## src/hdl/bss_pkg.sv

```systemverilog
// shared constants and types for the bounded stack with search and sort
package bss_pkg;

  localparam int DEPTH = 64;
  localparam int IDXW = $clog2(DEPTH);
  localparam int CNTW = $clog2(DEPTH + 1);
  localparam int WORDW = 32;
  localparam int CAPW = 7;
  localparam int CMDW = 2;
  localparam int STW = 3;

  localparam int POP_LSB = 0;
  localparam int FIDX_LSB = POP_LSB + WORDW;
  localparam int TOT_LSB = FIDX_LSB + IDXW;
  localparam int OUT_USED = TOT_LSB + CNTW;
  localparam int OUT_DATAW = ((OUT_USED + 7) / 8) * 8;

  typedef enum logic [CMDW-1:0] {
    CMD_PUSH   = 2'd0,
    CMD_POP    = 2'd1,
    CMD_SEARCH = 2'd2,
    CMD_SORT   = 2'd3
  } cmd_e;

  typedef enum logic [STW-1:0] {
    ST_OK       = 3'd0,
    ST_OVERFLOW = 3'd1,
    ST_UNDERFLOW = 3'd2,
    ST_NOTFOUND = 3'd3,
    ST_FOUND    = 3'd4
  } status_e;

endpackage

```

## src/hdl/bounded_stack_search_sort.sv

```systemverilog
// bounded stack of signed words with search and in-place bubble sort
//
// requests enter on the s_axis group: tuser carries the command (push, pop,
// search, sort), tdata the operand word. one result leaves on the m_axis
// group per request: tuser carries the status, tdata the popped word, the
// found index and the entry count after the operation.
// cfg_we_i writes the capacity register (clamped to DEPTH when used); the user
// must write it only while no request is in progress; the block does not enforce it.
// search reads the entries from index 0 upward and stops at the first
// match; sort runs bubble passes, each over one fewer entry. all work runs
// through one memory read port, one write port, one sort comparator and one
// search comparator under the sequencer, so a single request is in flight.
// s_axis_tready is high when the sequencer is idle and the result register
// is empty or being taken; a stalled receiver holds the result and blocks
// the next request. reset empties the stack and sets the capacity to 64;
// the word store itself is not cleared.
module bounded_stack_search_sort
  import bss_pkg::*;
(
  input  logic                 clk_i,
  input  logic                 rst_ni,
  input  logic                 cfg_we_i,
  input  logic [CAPW-1:0]      cfg_wdata_i,
  input  logic                 s_axis_tvalid,
  output logic                 s_axis_tready,
  input  logic [WORDW-1:0]     s_axis_tdata,   // operand_value
  input  logic [CMDW-1:0]      s_axis_tuser,   // cmd
  output logic                 m_axis_tvalid,
  input  logic                 m_axis_tready,
  output logic [OUT_DATAW-1:0] m_axis_tdata,   // popped_value, found_index, entry_total
  output logic [STW-1:0]       m_axis_tuser    // status
);

  typedef enum logic [2:0] {
    S_IDLE,
    S_POP,
    S_SRCH,
    S_SORT_FIRST,
    S_SORT_STEP,
    S_SORT_END
  } state_e;

  logic [WORDW-1:0] stack_mem [DEPTH];

  state_e           state_q, state_d;
  logic [CNTW-1:0]  count_q, count_d;
  logic [CAPW-1:0]  cap_q;
  logic [WORDW-1:0] opnd_q, opnd_d;
  logic [IDXW-1:0]  idx_q, idx_d;
  logic [IDXW-1:0]  last_q, last_d;
  logic [WORDW-1:0] cur_q, cur_d;
  logic [WORDW-1:0] rd_q;

  logic             out_valid_q, out_valid_d;
  status_e          out_status_q, out_status_d;
  logic [WORDW-1:0] out_popped_q, out_popped_d;
  logic [IDXW-1:0]  out_fidx_q, out_fidx_d;
  logic [CNTW-1:0]  out_total_q, out_total_d;

  logic             mem_we;
  logic [IDXW-1:0]  mem_waddr;
  logic [WORDW-1:0] mem_wdata;
  logic [IDXW-1:0]  rd_addr;

  logic             accept;
  logic [CNTW-1:0]  usable;
  logic [CNTW-1:0]  count_m1;
  logic             swap;
  cmd_e             cmd;

  assign cmd = cmd_e'(s_axis_tuser);
  assign s_axis_tready = (state_q == S_IDLE) && (!out_valid_q || m_axis_tready);
  assign accept = s_axis_tvalid && s_axis_tready;
  assign usable = (cap_q > CAPW'(DEPTH)) ? CNTW'(DEPTH) : CNTW'(cap_q);
  assign count_m1 = count_q - CNTW'(1);
  assign swap = $signed(cur_q) > $signed(rd_q);

  always_comb begin
    state_d = state_q;
    count_d = count_q;
    opnd_d = opnd_q;
    idx_d = idx_q;
    last_d = last_q;
    cur_d = cur_q;
    mem_we = 1'b0;
    mem_waddr = idx_q;
    mem_wdata = cur_q;
    rd_addr = '0;
    out_valid_d = out_valid_q && !m_axis_tready;
    out_status_d = out_status_q;
    out_popped_d = out_popped_q;
    out_fidx_d = out_fidx_q;
    out_total_d = out_total_q;

    unique case (state_q)
      S_IDLE: begin
        if (accept) begin
          out_popped_d = '0;
          out_fidx_d = '0;
          out_total_d = count_q;
          unique case (cmd)
            CMD_PUSH: begin
              out_valid_d = 1'b1;
              if (count_q >= usable) begin
                out_status_d = ST_OVERFLOW;
              end else begin
                mem_we = 1'b1;
                mem_waddr = count_q[IDXW-1:0];
                mem_wdata = s_axis_tdata;
                count_d = count_q + CNTW'(1);
                out_status_d = ST_OK;
                out_total_d = count_q + CNTW'(1);
              end
            end
            CMD_POP: begin
              if (count_q == '0) begin
                out_valid_d = 1'b1;
                out_status_d = ST_UNDERFLOW;
              end else begin
                rd_addr = count_m1[IDXW-1:0];
                count_d = count_m1;
                state_d = S_POP;
              end
            end
            CMD_SEARCH: begin
              opnd_d = s_axis_tdata;
              if (count_q == '0) begin
                out_valid_d = 1'b1;
                out_status_d = ST_NOTFOUND;
              end else begin
                idx_d = '0;
                state_d = S_SRCH;
              end
            end
            CMD_SORT: begin
              if (count_q <= CNTW'(1)) begin
                out_valid_d = 1'b1;
                out_status_d = ST_OK;
              end else begin
                last_d = count_m1[IDXW-1:0];
                state_d = S_SORT_FIRST;
              end
            end
            default: ;
          endcase
        end
      end
      S_POP: begin
        out_valid_d = 1'b1;
        out_status_d = ST_OK;
        out_popped_d = rd_q;
        out_total_d = count_q;
        state_d = S_IDLE;
      end
      S_SRCH: begin
        if (rd_q == opnd_q) begin
          out_valid_d = 1'b1;
          out_status_d = ST_FOUND;
          out_fidx_d = idx_q;
          state_d = S_IDLE;
        end else if ({1'b0, idx_q} == count_m1) begin
          out_valid_d = 1'b1;
          out_status_d = ST_NOTFOUND;
          state_d = S_IDLE;
        end else begin
          idx_d = idx_q + IDXW'(1);
          rd_addr = idx_q + IDXW'(1);
        end
      end
      S_SORT_FIRST: begin
        cur_d = rd_q;
        idx_d = IDXW'(1);
        rd_addr = IDXW'(1);
        state_d = S_SORT_STEP;
      end
      S_SORT_STEP: begin
        mem_we = 1'b1;
        mem_waddr = idx_q - IDXW'(1);
        mem_wdata = swap ? rd_q : cur_q;
        cur_d = swap ? cur_q : rd_q;
        if (idx_q == last_q) begin
          state_d = S_SORT_END;
        end else begin
          idx_d = idx_q + IDXW'(1);
          rd_addr = idx_q + IDXW'(1);
        end
      end
      S_SORT_END: begin
        mem_we = 1'b1;
        mem_waddr = last_q;
        mem_wdata = cur_q;
        if (last_q == IDXW'(1)) begin
          out_valid_d = 1'b1;
          out_status_d = ST_OK;
          state_d = S_IDLE;
        end else begin
          last_d = last_q - IDXW'(1);
          state_d = S_SORT_FIRST;
        end
      end
      default: state_d = S_IDLE;
    endcase
  end

  // word store, one write and one registered read per cycle
  always_ff @(posedge clk_i) begin
    if (mem_we) begin
      stack_mem[mem_waddr] <= mem_wdata;
    end
    rd_q <= stack_mem[rd_addr];
  end

  always_ff @(posedge clk_i or negedge rst_ni) begin
    if (!rst_ni) begin
      state_q <= S_IDLE;
      count_q <= '0;
      cap_q <= CAPW'(64);
      opnd_q <= '0;
      idx_q <= '0;
      last_q <= '0;
      cur_q <= '0;
      out_valid_q <= 1'b0;
      out_status_q <= ST_OK;
      out_popped_q <= '0;
      out_fidx_q <= '0;
      out_total_q <= '0;
    end else begin
      state_q <= state_d;
      count_q <= count_d;
      if (cfg_we_i) begin
        cap_q <= cfg_wdata_i;
      end
      opnd_q <= opnd_d;
      idx_q <= idx_d;
      last_q <= last_d;
      cur_q <= cur_d;
      out_valid_q <= out_valid_d;
      out_status_q <= out_status_d;
      out_popped_q <= out_popped_d;
      out_fidx_q <= out_fidx_d;
      out_total_q <= out_total_d;
    end
  end

  assign m_axis_tvalid = out_valid_q;
  assign m_axis_tuser = out_status_q;
  assign m_axis_tdata = OUT_DATAW'({out_total_q, out_fidx_q, out_popped_q});

endmodule

```

## config.mk

```make
export PLATFORM = sky130hd
export DESIGN_NAME = bounded_stack_search_sort
export DESIGN_NICKNAME = d
export VERILOG_FILES = /design/src/hdl/bss_pkg.sv /design/src/hdl/bounded_stack_search_sort.sv
export SDC_FILE = /design/constraint.sdc
export NUM_CORES = 2
export LEC_CHECK = 0
export ABC_CLOCK_PERIOD_IN_PS = 6300
export BUFFER_PORTS_ARGS = -buffer_cell sky130_fd_sc_hd__buf_4
export CORE_ASPECT_RATIO = 1.2
export CORE_UTILIZATION = 60
export DETAILED_ROUTE_END_ITERATION = 10
export HOLD_SLACK_MARGIN = 0.03
export PLACE_DENSITY = 0.76
export SYNTH_ARGS = -nofsm -noshare
export SYNTH_HDL_FRONTEND = slang
export SYNTH_SLANG_ARGS = --single-unit
```

## constraint.sdc

```tcl
create_clock -name clk_i -period 6.3 [get_ports clk_i]
set_input_delay 0.63 -clock clk_i [delete_from_list [all_inputs] [get_ports clk_i]]
set_output_delay 0.63 -clock clk_i [all_outputs]
set_load 0.1 [all_outputs]
```

==> flow_summary.json <==
{
  "yosys_register_bits": 2222,
  "filler_free_cell_count_of_the_finished_design": 7252,
  "detail_route.wl_per_cell_microns": 32.2,
  "floorplan.io_pins": 99,
  "slowest_delay_ps": 780,
  "critical_path.top_delay_family": "simple AND/OR/NAND/NOR gates",
  "remaining_drc_errors": 0,
  "power.clock.fraction": 0.230,
  "dr.pass1.iters": 8,
  "synth_ff_type": "sky130_fd_sc_hd__edfxtp_1",
  "max_slew.worst_pin.slew_ps": 1270,
  "synthesis.area_per_instance_sq_um": 18.1,
  "run_status": "complete, no violations",
  "routed_wl_microns": 234000,
  "power.density_mw_per_mm2": 520,
  "p_switching_mw": 18.6,
  "clock_edge_transition_at_the_registers_on_the_reported_setup_and_hold_paths_ps": 60,
  "power.internal_mw": 32.9,
  "synth-edff-count": 2048,
  "grt_setup_unrepaired": "false",
  "ir_drop_v": 0.000473,
  "synth_warn": 0,
  "drt_iter0_drc": 7248,
  "critical_path_class": "reg2reg",
  "htree_num_levels": 4,
  "final_antenna_violating_net_count": 0,
  "final_critical_path_setup_slack_ps": 294,
  "tns_ps": 0,
  "horizontal_extent_of_the_die_microns": 351,
  "coreArea_sq_mm": 0.145,
  "grt_first_pass_wirelength_microns": 332000,
  "hpwlAfterDp_microns": 139000,
  "timing.slew.headroom": 0.154,
  "maximum_root_to_sink_buffer_count": 3,
  "hold-worst-slack_ps": 90.4,
  "floorplan.die_area_sq_mm": 0.147,
  "placement.setup.worst_slack_ps": 465,
  "worstPathCellList": "nor3_4 > and3_1 > nand3_2 > o22ai_1 > a31o_4 > buf_12 > buf_4 > mux4_2 > a22oi_1 > nand3_1 > or4_1",
  "tritoncts_clock_tree": "built",
  "fin_nets": 5223,
  "report.final.hold_viol_count": 0,
  "clk_latency_ps": 840,
  "r2r_setup_slack_ps": 290,
  "static-leakage-power_nw": 32.7,
  "synthToLayoutAreaGrowth_pct": 13.2,
  "worst-endpoint-arrival_ps": 6700,
  "overflow": 0,
  "setup.worst_path.end_class": "flip-flop",
  "clock_sinks": 2222,
  "share_comb_of_total_power": 0.367,
  "route.vias.total": 48800,
  "antenna_found_initial": 23,
  "skew_ps": 39.0,
  "slew_violations": 0,
  "postCtsSetupBuffers": 0,
  "postSynthCellCount": 4838,
  "achievable-frequency_ghz": 0.166,
  "critical_path_peak_fanout": 42,
  "maxCapViolations": 0,
  "grt.total_usage": 0.319,
  "synth_area_sq_mm": 0.0875,
  "gp_congestion": 0.946,
  "effective_utilization_at_floorplan": 0.604,
  "clk_root_buffer_cell": "sky130_fd_sc_hd__clkbuf_16",
  "power_switching_share": 0.361,
  "portBuffers": 95,
  "postSynth.asyncResetShare": 0.0639,
  "timing.hold.worst.class": "in2reg",
  "pin_count_of_the_biggest_net_entering_global_routing": 80,
  "drive_above_1_share": 0.229,
  "placement_rows": 153,
  "start_kind": "flip-flop",
  "yosysSeqAreaShare": 0.751,
  "post_drt_via_cell_ratio": 6.73,
  "report.final.setup_viol": 0,
  "finalCritPeriodShare": 0.953,
  "placed_cells_incl_taps": 6825,
  "buffers_plus_inverters_on_the_worst_setup_path": 2,
  "power.sequential.fraction": 0.403,
  "synth.lib_cells_used.distinct": 79,
  "tritoncts.num_buffers": 198,
  "worst-endpoint-required_ps": 6990,
  "grt_pass1_vias": 47800,
  "fin_crit_ps": 6010,
  "slowest_stage": "sky130_fd_sc_hd__a31o_4",
  "totalPowerFinal_mw": 51.5,
  "die-height_microns": 420,
  "n_fill_cell": 8865
}
==> per-layer routing <==
layer	part of all wire	vias to the layer above	track usage	wire (microns)
met2	0.49	3255	0.510	114000
met4	0.062	18	0.189	14500
li1	-	20000	-	-
met3	0.10	582	0.0648	23600
met1	0.35	25000	0.408	81400
met5	0.00048	-	0	112
==> cell type report <==
cell class	instances	area (sq um)	share of cell area
repair buffers	359	3260	0.0329
well taps	1937	2420	0.0245
clock buffers	243	5230	0.0528
clock inverters	120	1050	0.0106
flip-flops and latches	2222	65700	0.663
diodes	26	65.1	0.000657
multi-input cells	2283	21100	0.213
inverters	62	233	0.00235
==> what timing repair did <==
item | CTS | global route
gates resized for setup | 0 | 0
hold endpoints to repair | 105 | 0
hold buffers | 38 | 0
==> worst register-to-register path: cells and delay by family, from the launching register on <==
| kind | cells | cell delay, ps |
|---|---|---|
| AO/OA/AOI/OAI | 3 | 1570 |
| multiplexers | 1 | 350 |
| AND/OR/NAND/NOR | 5 | 2550 |
| flip-flops | 1 | 600 |
| buffers and inverters | 2 | 780 |
==> stage by stage <==
stage           util  instance area (sq um)
6_report       0.684                  99000
3_5_place_dp   0.638                  92300
4_1_cts        0.684                  99000
5_1_grt        0.684                  99000
2_1_floorplan      -                  87500
3_3_place_gp   0.638                  92300
==> logic make-up (layout without fill, tap and decap cells) <==
group / count (synthesis) / count (layout) / synth area share
simple gates: 1075 / 1075 / 0.0560
xor+xnor: 69 / 69 / 0.00722
buf+inv: 335 / 784 / 0.0165
flops: 2222 / 2222 / 0.751
compound gates: 573 / 573 / 0.0447
fa+ha+maj: 51 / 51 / 0.00729
other cells: 1 / 29 / 0.0000429
mux: 512 / 512 / 0.117
==> path summary, 6_finish.rpt <==
path / cells after the start / start / to
max: 11 / state_q[0] / rd_q[21]
min: 2 / s_axis_tdata[8] / opnd_q[8]
max reg2reg: 11 / state_q[0] / rd_q[21]
min reg2reg: 2 / out_total_q[0] / out_total_q[0]
max in group asynchronous: 3 / rst_ni / opnd_q[4]
min in group asynchronous: 2 / rst_ni / out_fidx_q[2]
==> power groups by stage <==
stage	clock network (mW)	registers (mW)	logic [mW]
6_report	11.8	20.7	18.9
5_1_grt	12.4	20.8	19.8
4_1_cts	11.9	20.7	18.8
3_5_place_dp	0	21.0	18.6
3_3_place_gp	0	20.9	18.3
2_1_floorplan	0	21.3	10.9
==> placed cells by master (no fill, tap or decap), types with 10 or more instances in the layout <==
cell type                       instances
sky130_fd_sc_hd__mux2i_1               38
sky130_fd_sc_hd__and3_1                24
sky130_fd_sc_hd__mux2_2                70
sky130_fd_sc_hd__nand2_1              557
sky130_fd_sc_hd__o21ai_0              107
sky130_fd_sc_hd__xor2_1                19
sky130_fd_sc_hd__clkinv_2              37
sky130_fd_sc_hd__a211oi_1              19
sky130_fd_sc_hd__a21o_1                18
sky130_fd_sc_hd__clkbuf_1              39
sky130_fd_sc_hd__a221o_2               26
sky130_fd_sc_hd__diode_2               26
sky130_fd_sc_hd__a21oi_1               93
sky130_fd_sc_hd__a22oi_1              121
sky130_fd_sc_hd__a31oi_1               44
sky130_fd_sc_hd__buf_4                283
sky130_fd_sc_hd__inv_1                 61
sky130_fd_sc_hd__a221oi_1              20
sky130_fd_sc_hd__dfrtp_1              141
sky130_fd_sc_hd__bufinv_16             16
sky130_fd_sc_hd__nor2_1                38
sky130_fd_sc_hd__clkinv_1              46
sky130_fd_sc_hd__xnor2_1               48
sky130_fd_sc_hd__clkinvlp_4            10
sky130_fd_sc_hd__dfxtp_1               32
sky130_fd_sc_hd__nand3_1              199
sky130_fd_sc_hd__dlygate4sd3_1         38
sky130_fd_sc_hd__mux4_2               404
sky130_fd_sc_hd__edfxtp_1            2048
sky130_fd_sc_hd__buf_12                37
sky130_fd_sc_hd__nor2_4                68
sky130_fd_sc_hd__clkbuf_16            202
sky130_fd_sc_hd__nand4_1               50
sky130_fd_sc_hd__ha_1                  51
sky130_fd_sc_hd__or4_1                 29
sky130_fd_sc_hd__a311oi_1              19
sky130_fd_sc_hd__o22ai_1               22
sky130_fd_sc_hd__nor3_1                10
sky130_fd_sc_hd__and2_1                43
==> cells in the mapped netlist (all sizes together) (51+ instances only) <==
cell / n / area share
clkbuf: 156 / 0.0067
dfrtp: 141 / 0.040
edfxtp: 2048 / 0.70
nor2: 113 / 0.0049
o21ai: 109 / 0.0062
mux2: 70 / 0.0090
a22oi: 122 / 0.010
inv: 62 / 0.0027
ha: 51 / 0.0073
mux4: 404 / 0.10
buf: 117 / 0.0071
nand2: 559 / 0.024
nand3: 201 / 0.012
a21oi: 94 / 0.0054
==> registers in the layout, summed over array words and instances (netlist names) <==
register / count
count_q: 7
stack_mem: 2048
state_q: 3
cap_q: 7
cur_q: 32
last_q: 6
m_axis_tvalid: 1
rd_q: 32
out_popped_q: 32
out_fidx_q: 6
m_axis_tuser: 3
out_total_q: 7
opnd_q: 32
idx_q: 6
Power figures use the tool's default switching activity.
